**src/rtl/core/tfd_pkg.sv**
```systemverilog
// Shared types and constants of the telemetry frame deframer
package tfd_pkg;

   localparam logic [7:0] FlagByte      = 8'h7e;
   localparam logic [7:0] TypeStd       = 8'hfe;
   localparam int         StoreDepth    = 5;
   localparam int         CountWidth    = 4;
   localparam int         IndexWidth    = $clog2(StoreDepth);
   localparam logic [CountWidth-1:0] MaxFrameBytes = CountWidth'(11);

   typedef enum logic [2:0] {
      PH_IDLE = 3'b001,
      PH_OPEN = 3'b010,
      PH_DATA = 3'b100
   } phase_type;

   typedef struct packed {
      logic [7:0] volt_a1;
      logic [7:0] volt_a2;
      logic [7:0] rssi_rx;
      logic [6:0] rssi_tx;
   } rsp_type;

   typedef struct packed {
      logic       go;
      logic [7:0] rx_byte;
   } beat_type;

   typedef struct packed {
      logic    push;
      rsp_type data;
   } result_type;

endpackage

```
**src/rtl/core/tfd_in_stage.sv**
```systemverilog
// Input register of the telemetry frame deframer
module tfd_in_stage (
   input  logic              clock,
   input  logic              reset,
   input  logic              req_valid,
   output logic              req_stall,
   input  logic [7:0]        req_rx_byte,
   input  logic              full,
   output tfd_pkg::beat_type beat
);
   import tfd_pkg::*;

   logic       in_valid_ff;
   logic       in_valid_in;
   logic [7:0] in_byte_ff;
   logic       go;
   logic       accept;

   assign go        = in_valid_ff && !full;
   assign req_stall = reset || (in_valid_ff && full);
   assign accept    = req_valid && !req_stall;

   always_comb begin
      if (accept) begin
         in_valid_in = 1'b1;
      end else if (go) begin
         in_valid_in = 1'b0;
      end else begin
         in_valid_in = in_valid_ff;
      end
   end

   always_ff @(posedge clock) begin
      if (reset) begin
         in_valid_ff <= 1'b0;
      end else begin
         in_valid_ff <= in_valid_in;
      end
   end

   always_ff @(posedge clock) begin
      if (accept) begin
         in_byte_ff <= req_rx_byte;
      end
   end

   assign beat.go      = go;
   assign beat.rx_byte = in_byte_ff;

endmodule

```
**src/rtl/core/tfd_parser.sv**
```systemverilog
// Frame state machine and byte store of the telemetry frame deframer
module tfd_parser (
   input  logic                clock,
   input  logic                reset,
   input  tfd_pkg::beat_type   beat,
   output tfd_pkg::result_type result
);
   import tfd_pkg::*;

   phase_type             phase_ff;
   phase_type             phase_in;
   logic [CountWidth-1:0] count_ff;
   logic [CountWidth-1:0] count_in;
   logic [7:0]            store_ff [StoreDepth];
   logic                  keep;
   logic                  emit;
   logic                  is_flag;

   assign is_flag = beat.rx_byte == FlagByte;

   always_comb begin
      phase_in = phase_ff;
      count_in = count_ff;
      keep     = 1'b0;
      emit     = 1'b0;
      case (phase_ff)
         PH_IDLE: begin
            if (is_flag) begin
               phase_in = PH_OPEN;
               count_in = '0;
            end
         end
         PH_OPEN: begin
            if (!is_flag) begin
               keep     = 1'b1;
               phase_in = PH_DATA;
            end
         end
         PH_DATA: begin
            if (!is_flag) begin
               if (count_ff >= MaxFrameBytes) begin
                  phase_in = PH_IDLE;
               end else begin
                  keep = 1'b1;
               end
            end else begin
               phase_in = PH_IDLE;
               emit     = store_ff[0] == TypeStd;
            end
         end
         default: begin
            phase_in = PH_IDLE;
         end
      endcase
      if (keep) begin
         count_in = count_ff + CountWidth'(1);
      end
   end

   always_ff @(posedge clock) begin
      if (reset) begin
         phase_ff <= PH_IDLE;
         count_ff <= '0;
      end else if (beat.go) begin
         phase_ff <= phase_in;
         count_ff <= count_in;
      end
   end

   always_ff @(posedge clock) begin
      if (reset) begin
         for (int i = 0; i < StoreDepth; i++) begin
            store_ff[i] <= '0;
         end
      end else if (beat.go && keep && count_ff < CountWidth'(StoreDepth)) begin
         store_ff[count_ff[IndexWidth-1:0]] <= beat.rx_byte;
      end
   end

   assign result.push         = beat.go && emit;
   assign result.data.volt_a1 = store_ff[1];
   assign result.data.volt_a2 = store_ff[2];
   assign result.data.rssi_rx = store_ff[3];
   assign result.data.rssi_tx = store_ff[4][7:1];

endmodule

```
**src/rtl/core/tfd_rsp_fifo.sv**
```systemverilog
// Two-entry result buffer of the telemetry frame deframer
module tfd_rsp_fifo (
   input  logic                clock,
   input  logic                reset,
   input  tfd_pkg::result_type result,
   output logic                full,
   output logic                rsp_valid,
   input  logic                rsp_stall,
   output tfd_pkg::rsp_type    rsp_data
);
   import tfd_pkg::*;

   logic [1:0] count_ff;
   logic [1:0] count_in;
   rsp_type    head_ff;
   rsp_type    tail_ff;
   logic       pop;

   assign rsp_valid = !reset && count_ff != 2'd0;
   assign pop       = rsp_valid && !rsp_stall;
   assign full      = count_ff == 2'd2;
   assign rsp_data  = head_ff;

   always_comb begin
      count_in = count_ff;
      if (result.push && !pop) begin
         count_in = count_ff + 2'd1;
      end else if (!result.push && pop) begin
         count_in = count_ff - 2'd1;
      end
   end

   always_ff @(posedge clock) begin
      if (reset) begin
         count_ff <= 2'd0;
      end else begin
         count_ff <= count_in;
      end
   end

   always_ff @(posedge clock) begin
      if (pop && count_ff == 2'd2) begin
         head_ff <= tail_ff;
      end else if (result.push && (count_ff == 2'd0 || (pop && count_ff == 2'd1))) begin
         head_ff <= result.data;
      end
      if (result.push && ((count_ff == 2'd1 && !pop) || (count_ff == 2'd2 && pop))) begin
         tail_ff <= result.data;
      end
   end

endmodule

```
**src/rtl/core/telemetry_frame_deframer.sv**
```systemverilog
// Top level of the telemetry frame deframer
//
//   channel  direction  handshake            payload
//   req      in         req_valid/req_stall  req_rx_byte
//   rsp      out        rsp_valid/rsp_stall  rsp_volt_a1, rsp_volt_a2, rsp_rssi_rx, rsp_rssi_tx
//
// One byte per cycle unless req_stall; results pass the input register and result buffer.
// The input register and the frame state step once per cycle, and hold while the result buffer is full.
// Reset clears the frame state, the byte store and both buffers.
// rsp_stall fills the two-entry result buffer, then req_stall rises.
module telemetry_frame_deframer (
   input  logic       clock,
   input  logic       reset,
   input  logic       req_valid,
   output logic       req_stall,
   input  logic [7:0] req_rx_byte,
   output logic       rsp_valid,
   input  logic       rsp_stall,
   output logic [7:0] rsp_volt_a1,
   output logic [7:0] rsp_volt_a2,
   output logic [7:0] rsp_rssi_rx,
   output logic [6:0] rsp_rssi_tx
);
   import tfd_pkg::*;

   beat_type   beat;
   result_type result;
   rsp_type    rsp_data;
   logic       full;

   tfd_in_stage u_in_stage (
      .clock       (clock),
      .reset       (reset),
      .req_valid   (req_valid),
      .req_stall   (req_stall),
      .req_rx_byte (req_rx_byte),
      .full        (full),
      .beat        (beat)
   );

   tfd_parser u_parser (
      .clock  (clock),
      .reset  (reset),
      .beat   (beat),
      .result (result)
   );

   tfd_rsp_fifo u_rsp_fifo (
      .clock     (clock),
      .reset     (reset),
      .result    (result),
      .full      (full),
      .rsp_valid (rsp_valid),
      .rsp_stall (rsp_stall),
      .rsp_data  (rsp_data)
   );

   assign rsp_volt_a1 = rsp_data.volt_a1;
   assign rsp_volt_a2 = rsp_data.volt_a2;
   assign rsp_rssi_rx = rsp_data.rssi_rx;
   assign rsp_rssi_tx = rsp_data.rssi_tx;

endmodule

```
**config.mk**
```make
export PLATFORM = sky130hd
export DESIGN_NAME = telemetry_frame_deframer
export DESIGN_NICKNAME = d
export VERILOG_FILES = /design/src/rtl/core/tfd_pkg.sv /design/src/rtl/core/tfd_in_stage.sv /design/src/rtl/core/tfd_parser.sv /design/src/rtl/core/tfd_rsp_fifo.sv /design/src/rtl/core/telemetry_frame_deframer.sv
export SDC_FILE = /design/constraint.sdc
export NUM_CORES = 1
export LEC_CHECK = 0
export ABC_AREA = 1
export CAP_MARGIN = 15
export CORE_UTILIZATION = 55
export CTS_CLUSTER_DIAMETER = 80
export DETAILED_ROUTE_END_ITERATION = 12
export DONT_BUFFER_PORTS = 1
export HOLD_SLACK_MARGIN = 0.08
export MAX_ROUTING_LAYER = met4
export PLACE_DENSITY = 0.72
export RECOVER_POWER = 100
export SLEW_MARGIN = 40
export SYNTH_ARGS = -nofsm -noshare
export SYNTH_HDL_FRONTEND = slang
export SYNTH_SLANG_ARGS = --single-unit
```
**constraint.sdc**
```tcl
create_clock -name clock -period 3.5 [get_ports clock]
set_clock_uncertainty 0.05 [all_clocks]
set_input_delay 0.7 -clock clock [delete_from_list [all_inputs] [get_ports clock]]
set_output_delay 0.7 -clock clock [all_outputs]
set_load 0.05 [all_outputs]
```
==> metrics.txt <==
Hold Path Origin reset; final std cells w/o fill 522; Max FO, Critical Path 32; outcome finished, final reports clean; Post-CTS Resized 0; final WL 7957 um; RSZ-0062 raised after global routing false; mux cell area share after synthesis 0%; hold_buf cts 0; Fillers 592; Max VDD drop 0.3824 mV; FP Rows 33; Worst path depth 9; diodes inserted 0; Hold Crit Depth 1; first-pass GRT wire length 12940 um; fin nets 422; Synth Area in XOR/XNOR 0.7351%; CP startpoint kind register; TritonCTS Sinks 119; antenna violations before repair 0; top_reg_cell synth edfxtp_1; die outline area 9041 sq um; htree depth 4; Mapped Nets 408; Ports 45; placed instance count 490; Commonest cells post-synth nand2_1 (121), edfxtp_1 (109), nor2_1 (56), inv_1 (21), nand3_1 (13); final setup vio count 0; R2R Path Start u_rsp_fifo.count_ff[0]; Clock Latency Late Sink 520 ps; average cell area after synthesis 12.22 sq um; pwr dens 597.0 nW/um^2; critical path's top delay family buffers and inverters; top post-synthesis cells by area edfxtp_1 (69%), nand2_1 (9.5%), nor2_1 (4.4%), dfxtp_1 (4.2%), nand4_4 (1.8%); Min-Delay Endpoint u_parser.count_ff[3]; Largest stage delay, worst path 460 ps; Detailed Route Iter0 Violations 194; fmax 364.9 MHz; Fin. Hold Viols 0; GRT overflow 0; CP endpoint kind register; Num CTS Buffers 17; area grow syn2layout 12.10%; simple-gate area share of the yosys netlist 20.03%; all-layer global routing usage 20.84%; Via density 5.220; Post-synth EDFFs 109; FF-to-FF path depth 9; postcts setup bufs 0; Reg clk slew, reported paths 60 ps; Synth Area in Compound Gates 1.444%; Final ANT Viol Nets 0; Worst Path Arrival 2860 ps; vias in the first global route 2571; Avg WL per Cell 15.24 um; Final Wtd Congestion 0.8488; crit-path cells inv_1 -> ha_1 -> nor2_2 -> buf_4 -> nand2_2 -> nor2_4 -> inv_1 -> nand2_1 -> buf_4; DP HPWL 5183 um; top-count cell post-synth nand2_1; synthesized cell area 4766 sq um; Crit Reg-Reg Endpoint u_rsp_fifo.rsp_data[0]; Static Leakage 2.086 nW; Fin Setup TNS 0 ps; fin util 64.38%; Tmin final 2740 ps; Synth area leader edfxtp_1; Die H 95.09 um; routed via count 2725; Root Buffer clkbuf_8; Max-Slew Margin vs Limit 38.67%; top cell type's share of synthesized area 68.68%; register area share after synthesis 72.88%; largest net degree at the start of global routing 33; Synth warnings 0; CTS tree done; async set-reset flop share out of synthesis 0%; port bufs 0; CTS max path bufs 2; share of layout cells above drive strength 1 11.27%; CP max-delay cell inv_1; Period Utilization, post-route 78.30%; register bit count reported by yosys 119; WS Path Type reg2reg; Synth cell types 27; Slew @ Worst Pin 918.9 ps; drt first pass iters 4; Core Box Area 8299 sq um; starting density of the core 57.42%; Hold WC Path Type in2reg; DR DRC count 0; r2r setup slk 760 ps; Synth Area in Adders 1.575%; max-cap check violation count 0; post-synthesis cell count 390; Crit path buffers/inverters 4; Worst EP required 3620 ps; width of the chip 95.09 um; Slew Limit Fails 0; largest family of logic cells by synthesized area simple AND/OR/NAND/NOR gates
==> metal layers <==
layer	global-route usage [%]	share of wire, %
met5	-	0
met2	31.73	53
met4	9.470	0.62
met1	25.54	42
met3	6.539	4.8
==> how the worst max path moves through the flow <==
stage	slack, ps	end	from
6_report	760	u_rsp_fifo.rsp_data[0]	u_rsp_fifo.count_ff[0]
5_1_grt	450	u_rsp_fifo.rsp_data[15]	u_rsp_fifo.count_ff[0]
4_1_cts	960	u_rsp_fifo.rsp_data[0]	u_rsp_fifo.count_ff[0]
3_5_place_dp	920	u_rsp_fifo.rsp_data[5]	reset
3_3_place_gp	1010	u_rsp_fifo.rsp_data[20]	reset
2_1_floorplan	460	u_rsp_fifo.tail_ff[0]	reset
==> cells by family after synthesis <==
| group | Yosys count |
|---|---|
| AOI/OAI and AO/OA | 13 |
| xor gates and xnor gates | 4 |
| adders and majority gates | 6 |
| buffers and inverters | 38 |
| DFF | 119 |
| and+or+nand+nor | 210 |
==> metrics by stage <==
stage	total power, mW	instance area (sq um)	hold WS, ps	setup slack [ps]
after floorplan	1.640	4768	376.8	457.6
after global placement	1.652	4880	381.9	1007
after detailed placement	1.655	4880	386.6	924.7
after CTS	3.209	5424	178.8	961.1
after global routing	3.293	5343	177.5	447.2
final	3.189	5343	191.3	759.6
==> sequential cells by signal (all words and copies together), names as in the netlist <==
register,flops
u_rsp_fifo.count_ff,2
u_parser.store_ff,39
u_parser.count_ff,4
u_in_stage.in_valid_ff,1
u_rsp_fifo.rsp_data,31
u_parser.phase_ff,3
u_in_stage.in_byte_ff,8
u_rsp_fifo.tail_ff,31
==> placed cells by master (no fill, tap or decap), types with 4 or more instances in the layout <==
master      Yosys  routed
inv_2           7       4
clkinvlp_4      0       4
dfxtp_1        10      10
inv_1          21      24
nand4_1         4       8
inv_6           0       4
ha_1            6       6
nor2_1         56      55
edfxtp_1      109     109
nand3_1        13      14
nand2_1       121     122
clkbuf_16       0      16
a21oi_1        10      10
==> power breakdown <==
part / internal [mW] / switching [mW] / total, mW
logic: 0.00947 / 0.0369 / 0.0464
registers: 1.57 / 0.0107 / 1.58
clock network: 0.944 / 0.622 / 1.57
==> area by class of cell <==
class / count / area [sq um] / share of cell area, %
multi-input cells: 233 / 1057 / 19.79
well taps: 105 / 131.4 / 2.459
clock inverters: 14 / 126.4 / 2.365
inverters: 29 / 108.9 / 2.037
repair buffers: 4 / 27.53 / 0.5152
flip-flops and latches: 119 / 3473 / 65.01
clock buffers: 18 / 417.9 / 7.822
Power figures use the tool's default switching activity.
